`src/hw/rtl/hyst_pkg.sv`:
```
// Package: phases, controller commands and status for hysteresis edge tracking.
package hyst_pkg;

    typedef enum logic [3:0] {
        ST_LOAD,
        ST_POP,
        ST_POP_WAIT,
        ST_NB_ISSUE,
        ST_NB_CHECK,
        ST_READ,
        ST_READ_WAIT,
        ST_OUT
    } t_state;

    localparam logic [1:0] REG_TLOW  = 2'd0;
    localparam logic [1:0] REG_THIGH = 2'd1;
    localparam logic [1:0] REG_ROWS  = 2'd2;
    localparam logic [1:0] REG_COLS  = 2'd3;

    localparam logic OP_LOAD = 1'b0;
    localparam logic OP_READ = 1'b1;

    typedef struct packed {
        logic frame_start;   // latch frame size
        logic load_write;    // write loaded pixel
        logic pop_issue;     // read stack top
        logic pop_take;      // capture popped position
        logic nb_issue;      // read neighbour memories
        logic nb_check;      // evaluate neighbour, maybe mark and push
        logic nb_next;       // advance neighbour index
        logic read_issue;    // read edge map at counter
        logic read_take;     // capture result
        logic read_done;     // result transferred, advance counter
    } t_cmd;

    typedef struct packed {
        logic load_last;     // current load is last pixel
        logic stack_empty;
        logic nb_last;       // neighbour index is the eighth
        logic read_last;     // current read is last pixel
    } t_status;

endpackage

```
`src/hw/rtl/hyst_ctrl.sv`:
```
// Controller state machine for hysteresis edge tracking.
module hyst_ctrl (
    input  logic              i_clk,
    input  logic              i_rst_n,
    input  logic              i_valid,
    input  logic              i_opcode,
    output logic              o_ready,
    output logic              o_valid,
    input  logic              i_out_ready,
    input  hyst_pkg::t_status i_status,
    output hyst_pkg::t_cmd    o_cmd
);
    import hyst_pkg::*;

    t_state r_state, n_state;
    logic   r_first, n_first;

    always_ff @(posedge i_clk) begin
        if (!i_rst_n) begin
            r_state <= ST_LOAD;
            r_first <= 1'b1;
        end else begin
            r_state <= n_state;
            r_first <= n_first;
        end
    end

    always_comb begin
        n_state = r_state;
        n_first = r_first;
        o_cmd   = '0;
        o_ready = 1'b0;
        o_valid = 1'b0;
        case (r_state)
            ST_LOAD: begin
                o_ready = 1'b1;
                if (i_valid && i_opcode == OP_LOAD) begin
                    o_cmd.frame_start = r_first;
                    o_cmd.load_write  = 1'b1;
                    n_first = 1'b0;
                    if (i_status.load_last) begin
                        n_state = ST_POP;
                    end
                end
            end
            ST_POP: begin
                if (i_status.stack_empty) begin
                    n_state = ST_READ;
                end else begin
                    o_cmd.pop_issue = 1'b1;
                    n_state = ST_POP_WAIT;
                end
            end
            ST_POP_WAIT: begin
                o_cmd.pop_take = 1'b1;
                n_state = ST_NB_ISSUE;
            end
            ST_NB_ISSUE: begin
                o_cmd.nb_issue = 1'b1;
                n_state = ST_NB_CHECK;
            end
            ST_NB_CHECK: begin
                o_cmd.nb_check = 1'b1;
                o_cmd.nb_next  = 1'b1;
                n_state = i_status.nb_last ? ST_POP : ST_NB_ISSUE;
            end
            ST_READ: begin
                o_ready = 1'b1;
                if (i_valid && i_opcode == OP_READ) begin
                    o_cmd.read_issue = 1'b1;
                    n_state = ST_READ_WAIT;
                end
            end
            ST_READ_WAIT: begin
                o_cmd.read_take = 1'b1;
                n_state = ST_OUT;
            end
            ST_OUT: begin
                o_valid = 1'b1;
                if (i_out_ready) begin
                    o_cmd.read_done = 1'b1;
                    if (i_status.read_last) begin
                        n_state = ST_LOAD;
                        n_first = 1'b1;
                    end else begin
                        n_state = ST_READ;
                    end
                end
            end
            default: n_state = ST_LOAD;
        endcase
    end
endmodule

```
`config.mk`:
```
export PLATFORM = sky130hd
export DESIGN_NAME = hyst_ctrl
export DESIGN_NICKNAME = d
export VERILOG_FILES = /design/src/hw/rtl/hyst_pkg.sv /design/src/hw/rtl/hyst_ctrl.sv
export SDC_FILE = /design/constraint.sdc
export NUM_CORES = 1
export LEC_CHECK = 0
export ABC_AREA = 0
export BUFFER_PORTS_ARGS = -buffer_cell sky130_fd_sc_hd__buf_4
export CAP_MARGIN = 10
export CELL_PAD_IN_SITES_DETAIL_PLACEMENT = 0
export CELL_PAD_IN_SITES_GLOBAL_PLACEMENT = 1
export CORE_ASPECT_RATIO = 1.1
export CORE_UTILIZATION = 25
export DETAILED_ROUTE_END_ITERATION = 12
export GPL_TIMING_DRIVEN = 0
export PLACE_DENSITY_LB_ADDON = 0.1
export SLEW_MARGIN = 0
export SYNTH_ARGS = -nofsm -noshare
export SYNTH_HDL_FRONTEND = slang
export SYNTH_SLANG_ARGS = --single-unit
export TNS_END_PERCENT = 1
```
`constraint.sdc`:
```
create_clock -name i_clk -period 2.3 [get_ports i_clk]
set_input_delay 0.345 -clock i_clk [delete_from_list [all_inputs] [get_ports i_clk]]
set_output_delay 0.345 -clock i_clk [all_outputs]
set_load 0.05 [all_outputs]
```
# --- Yosys cells after proc, flatten, opt, wreduce, memory -nomap -nowiden ---
# Index checks and enable logic that the tools add are counted.
# Widths: inputs -> output; s select.
totals:
  ff_bits: 5
  in_bits: 9
  out_inout_bits: 12
  word_cells: 48
classes:
  n_eq_ne: 12
  mux: 26
  n_bitwise: 1
  n_reduce_logical: 7
ops:
  columns: ["op", "count"]
  rows:
  - ["$pmux 4 s8", 1]
  - ["$eq 4x3->1 const B", 4]
  - ["$mux 4", 4]
  - ["$mux 1", 14]
  - ["$ne 2x2->1 const B", 5]
  - ["$eq 4x2->1 const B", 2]
  - ["$mux 2", 4]
  - ["$reduce_and 4->1", 2]
  - ["$mux 3", 2]
  - ["$eq 4x1->1 const B", 1]
  - ["$logic_not 4->1", 1]
  - ["$logic_and 1x1->1", 2]
  - ["$pmux 1 s2", 1]
  - ["$reduce_bool 2->1", 1]
  - ["$reduce_or 2->1", 1]
  - ["$not 1->1", 1]

# --- Longest topological paths before layout ---
# Gate-level depths: netlist of the first run.
depth:
  word_depth: 4
  depth_mapped: 5

# --- Worst setup path before layout of the first run ---
# Ideal clock, no wire load.
synth_timing:
  kind: "reg2out"
  startpoint: "reg r_state[0]"
  endpoint: "out o_cmd[7] (netlist name)"
  arrival_time_ns: 2.205
  slack_ns: -0.250
  path_stages_with_launch: 3
  path_buffers: 1
  cell_sequence: "dfxtp_1 buf_2 nor4b_1"
synth_rtl:
  columns: ["element", "line", "text"]
  rows:
  - ["from (decl)", "hyst_ctrl.sv:15", "t_state r_state, n_state;"]
  - ["from (signal assigned)", "hyst_ctrl.sv:23", "r_state <= n_state;"]
  - ["to (decl)", "hyst_ctrl.sv:11", "output hyst_pkg::t_cmd o_cmd"]

==> results of run 1 <==
stage by stage:
| step | setup WS, ns | cells | hold slack [ns] |
|---|---|---|---|
| detailed placement | 0.697 | 88 | 0.524 |
| global placement | 0.701 | 88 | 0.525 |
| floorplan | -0.201 | 52 | 0.424 |
| CTS | 0.434 | 91 | 0.332 |
| global route | 0.302 | 91 | 0.345 |
| finish | 0.448 | 91 | 0.332 |
final timing paths:
check,from,endpoint,cells after the start
hold reg to reg,r_first,r_first,2
hold / removal,i_rst_n,r_first,2
setup reg to reg,r_state[1],r_state[0],4
setup / recovery,r_state[1],o_cmd[5],4
area by class of cell:
| cell class | instances | area (um^2) | area share, % |
|---|---|---|---|
| buffer | 4 | 22.5 | 3.90 |
| clock buffer | 3 | 22.5 | 3.90 |
| inverter | 4 | 15.0 | 2.60 |
| multi-input combinational | 40 | 268 | 46.3 |
| sequential | 4 | 80.1 | 13.9 |
| tap | 16 | 20.0 | 3.46 |
| timing repair buffer | 20 | 150 | 26.0 |
layer usage:
metal	part of all wire (%)	vias up	track usage, %
met5	0	-	0
met4	4.9	0	16.6
met3	7.6	5	1.57
met2	41	17	20.3
met1	46	185	20.3
li1	-	235	-
kinds of logic (layout without fill, tap and decap cells):
group                  count (synthesis)  count (layout)
and+or+nand+nor                       27              27
AOI/OAI and AO/OA                     11              11
buffers and inverters                  8              31
DFF                                    4               4
muxes                                  2               2
worst reg2reg max path: stages, from the launching register on:
cell     delay (ns)
dfxtp_1        0.35
and3_4         0.22
a22o_4         0.26
o21ba_4        0.23
mux2i_1        0.17
power by group through the flow:
stage	combinational, uW	clock, uW	sequential (uW)
after detailed placement	583	0	126
after CTS	586	88.2	126
after global routing	622	92.0	130
after global placement	582	0	127
final	583	85.9	125
after floorplan	451	0	117
flip-flops by register name (all words and copies together), names as in the netlist:
register,flops
r_state,3
r_first,1
synthesized netlist by cell type:
cell type	number	area [um^2]
a21oi_1	3	15.0
a22o_4	1	17.5
a31oi_1	1	6.26
and3_4	1	11.3
buf_2	3	15.0
buf_4	1	7.51
dfxtp_1	4	80.1
inv_1	4	15.0
mux2i_1	2	20.0
nand2_1	9	33.8
nand2b_1	3	18.8
nand4b_1	1	8.76
nor2_1	2	7.51
nor3_1	5	25.0
nor3b_1	3	22.5
nor4_1	1	6.26
nor4b_1	1	8.76
o211ai_1	2	15.0
o21ai_0	1	5.00
o21ba_4	1	16.3
o221ai_1	2	17.5
or2_1	1	6.26
==> metrics.cfg, run 1 <==
[run_status]
status=finished, final reports clean

[synth]
synthesis.instances=52
yosysSeqAreaShare_pct=21.1
synthesis.area_um2=379
syn-mean-instance-area_um2=7.29
synth-seq-cells=4
synth_xor_area_share_pct=0
yosys.cell_types.count=22
synthMuxAreaShare_pct=5.28
synth_top_family_by_area=simple AND/OR/NAND/NOR gates
synth_nets=61
synth-simple-area-share_pct=39.3
yosysWarningCount=0
synthAdderAreaFrac_pct=0
synth_compound_gate_area_share_pct=24.4

[placed_design]
dpl-instance-area_um2=556
portBuffers=20
hpwl_um=825
place.gp.congestion=0.704

[timing]
worst_slew_pin_slew_ns=0.289
drv_slew=0
rsz0062_at_grt=no
fin_skew_ns=0.00362
max_freq_mhz=540
min_period_ns=1.85
finalCritPeriodShare_pct=80.5
finalSetupViolCount=0
fin_tns_setup_ns=0
finalHoldViolations=0
slew_headroom_pct=80.6

[setup_path]
crit_fanout=10
worst_ep_arrival_time_ns=1.51
required_ns=1.96
worst-setup-path-type=flop to output pin
reg2reg_slack_ns=1.00
start_kind=flop
cp_slowest_stage_delay_ns=0.42
crit_family=buffers and inverters
crit_path_top_delay_cell=dfxtp_1
path_cells=buf_2 > inv_1 > nor3b_1 > buf_4
endpoint_kind=output pin
path_buf_inv=3

[floorplanning]
ios=21
rows=14
core_area_mm2=0.00138
start_util_pct=27.4
die_x_um=39.1
die_height_um=42.8
die_area_mm2=0.00168

[routing]
postRouteAntennaNets=0
firstDrtPassIters=1
viasPerCell=4.86
wire_per_inst_um=12.0
finalWirelength_um=1090
drc_errors=0
drt_first_iter_violations=0
vias=442

[layout]
nNetsFinal=86
fillers=159
antenna_cells=0
layout_commonest_cell=buf_4
stdcell_area_um2=578
layout_common_cells=21 x buf_4, 9 x nand2_1, 5 x nor3_1, 4 x inv_1, 4 x dfxtp_1
syn_to_final_growth_pct=52.5
final_util_pct=41.8
drive_above_1_share_pct=41.3

[clocking]
clk_pin_slew_worst_paths_ns=0.04
clk_path_buf_depth=2
ctsHoldBuffers=0
clk_latency_ns=0.24
cts_buffers=3
cts_tree=yes
root_buffer=clkbuf_4
cts_num_sinks=4
htree_levels=1
ctsResizeCount=0
post-cts-setup-buffers=0

[power_and_ir_drop]
p_switching_uw=420
power.total_uw=794
power.share.combinational_pct=73.4
powerDensity_mw_per_mm2=1370
switching_share_pct=52.9
clockPowerShare_pct=10.8
seq_power_share_pct=15.8
peakVddDrop_uv=465
power_leakage_uw=0.000274
p_int_uw=374

[min_path]
hp-class=primary input to flop

[global_route]
grtUsageTotal_pct=15.6
grt.overflow.total=0
grt_pass1_vias=379
grt_max_degree=11
antenna_found_initial=0
grt_first_pass_wirelength_um=1700

[job]
maxCapViolCount=0

Note: power is estimated with default switching activity, not from simulation.
==> run 2: changes to the inputs <==
==> constraint.sdc (replaced) <==
create_clock -name i_clk -period 1.75 [get_ports i_clk]
set_input_delay 0.2625 -clock i_clk [delete_from_list [all_inputs] [get_ports i_clk]]
set_output_delay 0.2625 -clock i_clk [all_outputs]
set_load 0.05 [all_outputs]
==> metrics.cfg, run 2 (synthesis results as in run 1) <==
[setup_path]
endpoint_kind=output pin
cp_slowest_stage_delay_ns=0.38  ; -0.04 ns
required_ns=1.49  ; -0.47 ns
path_cells=buf_4 > inv_1 > nor3_1 > buf_4
worst-setup-path-type=flop to output pin
start_kind=flop
worst_ep_arrival_time_ns=1.36  ; -0.15 ns
crit_fanout=10  ; unchanged
crit_path_top_delay_cell=dfxtp_2
crit_top_cell=buf_4

[timing]
finalCritPeriodShare_pct=92.9
max_freq_mhz=615
finalSetupViolCount=0  ; unchanged
rsz0062_at_grt=no
min_period_ns=1.62
timing.hold.ws_ns=0.247  ; -0.0856 ns
worst_slew_pin_slew_ns=0.290  ; +0.000170 ns
fin_skew_ns=0.00686  ; +0.00324 ns
drv_slew=0  ; unchanged
slew_headroom_pct=80.5  ; about the same
finalHoldViolations=0  ; unchanged

[routing]
finalWirelength_um=1060  ; -2.7%
postRouteAntennaNets=0  ; unchanged
vias=471  ; +6.6%
wire_per_inst_um=11.7  ; -2.7%
drt_first_iter_violations=9  ; +9
viasPerCell=5.18  ; +6.6%
firstDrtPassIters=4  ; +3
drc_errors=0  ; unchanged

[layout]
syn_to_final_growth_pct=60.7
layout_common_cells=22 x buf_4, 9 x nand2_1, 5 x clkbuf_4, 4 x inv_1, 4 x nor3_1
fin_cells=91  ; unchanged
antenna_cells=0  ; unchanged
nNetsFinal=86  ; unchanged
layout_commonest_cell=buf_4
top_register=r_state
drive_above_1_share_pct=49.3  ; +8.0 points
stdcell_area_um2=609  ; +5.4%
largest_reg_flops=3  ; unchanged
top_regs=r_state x3, r_first x1

[power_and_ir_drop]
power.share.combinational_pct=73.4  ; about the same
clockPowerShare_pct=10.8  ; about the same
switching_share_pct=52.4  ; -0.56 points
seq_power_share_pct=15.8  ; about the same
powerDensity_mw_per_mm2=1780  ; +30%
peakVddDrop_uv=711  ; +53%
p_switching_uw=569  ; +35%
power_leakage_uw=0.000282  ; +2.8%
power.total_uw=1090  ; +37%
p_int_uw=517  ; +38%

[job]
maxCapViolCount=0  ; unchanged

[global_route]
grt.overflow.total=0  ; unchanged
grtUsageTotal_pct=13.7  ; -1.9 points
grt_pass1_vias=395  ; +4.2%
grt_util_met3_pct=6.28  ; +4.7 points
grtUsageMet2_pct=21.7  ; +1.3 points
grt_first_pass_wirelength_um=1640  ; -4.0%
grt_max_degree=11  ; unchanged
gr-usage-met1_pct=17.0  ; -3.2 points
antenna_found_initial=0  ; unchanged
top_usage_layer=met2

[floorplanning]
start_util_pct=27.4  ; unchanged
die_x_um=39.1  ; unchanged
die_height_um=42.8  ; unchanged
ios=21  ; unchanged
die_area_mm2=0.00168  ; unchanged
core_area_mm2=0.00138  ; unchanged
rows=14  ; unchanged

[clocking]
htree_levels=1  ; unchanged
root_buffer=clkbuf_4
clk_latency_ns=0.24  ; about the same
clk_path_buf_depth=2  ; unchanged
post-cts-setup-buffers=0  ; unchanged
cts_num_sinks=4  ; unchanged
cts_buffers=3  ; unchanged
clk_pin_slew_worst_paths_ns=0.04  ; about the same
cts_tree=yes

[placed_design]
place.gp.congestion=0.671  ; -4.7%
dpl.cell_count=88  ; unchanged
dpl-instance-area_um2=572  ; +2.9%
hpwl_um=794  ; -3.8%
portBuffers=20  ; unchanged

[min_path]
hp-class=primary input to flop

[run_status]
status=finished, final reports clean

-- run 2: per-stage QoR --
stage	setup WS, ns	utilization [%]	setup TNS (ns)
2_1_floorplan	-0.389	-	-1.74
3_3_place_gp	0.211	41.3	0
3_5_place_dp	0.221	41.3	0
4_1_cts	0.0434	43.1	0
5_1_grt	0.000413	44.0	0
6_report	0.125	44.0	0
-- run 2: area by class of cell --
cell class | count | area (um^2)
clock buffers | 3 | 22.5
flip-flops and latches | 4 | 82.6
plain buffers | 4 | 30.0
repair buffers | 20 | 150
fillers | 147 | 774
well taps | 16 | 20.0
multi-input cells | 40 | 289
inverters | 4 | 15.0
-- run 2: metal layers --
layer  vias up  wire length [um]
met5         -                 0
met4         0                 0
met3         0                91
met2        25               526
met1       214               445
li1        232                 -
-- run 2: critical path: cells and delay by family, from the launching register on --
family | cells | cell delay [ns]
flops | 1 | 0.38
buf+inv | 3 | 0.55
simple gates | 1 | 0.20
-- run 2: what timing repair did --
item | CTS | global route
resized for setup | 1 | 5
hold buffers | 0 | 0
pin swaps | 0 | 0
setup endpoints to repair | 3 | 6
-- run 2: worst paths after layout --
kind	startpoint	to	slack, ns	cells after the start
max	r_state[1]	o_cmd[0]	0.13	4
min	i_rst_n	r_first	0.25	2
max reg2reg	r_state[1]	r_state[0]	0.48	4
min reg2reg	r_first	r_first	0.54	2
-- run 2: power groups by stage --
| stage | logic (uW) | clock network (uW) | registers (uW) |
|---|---|---|---|
| finish | 797 | 117 | 172 |
| global route | 854 | 132 | 182 |
| CTS | 787 | 120 | 165 |
| detailed placement | 777 | 0 | 166 |
| global placement | 779 | 0 | 165 |
| floorplan | 609 | 0 | 154 |
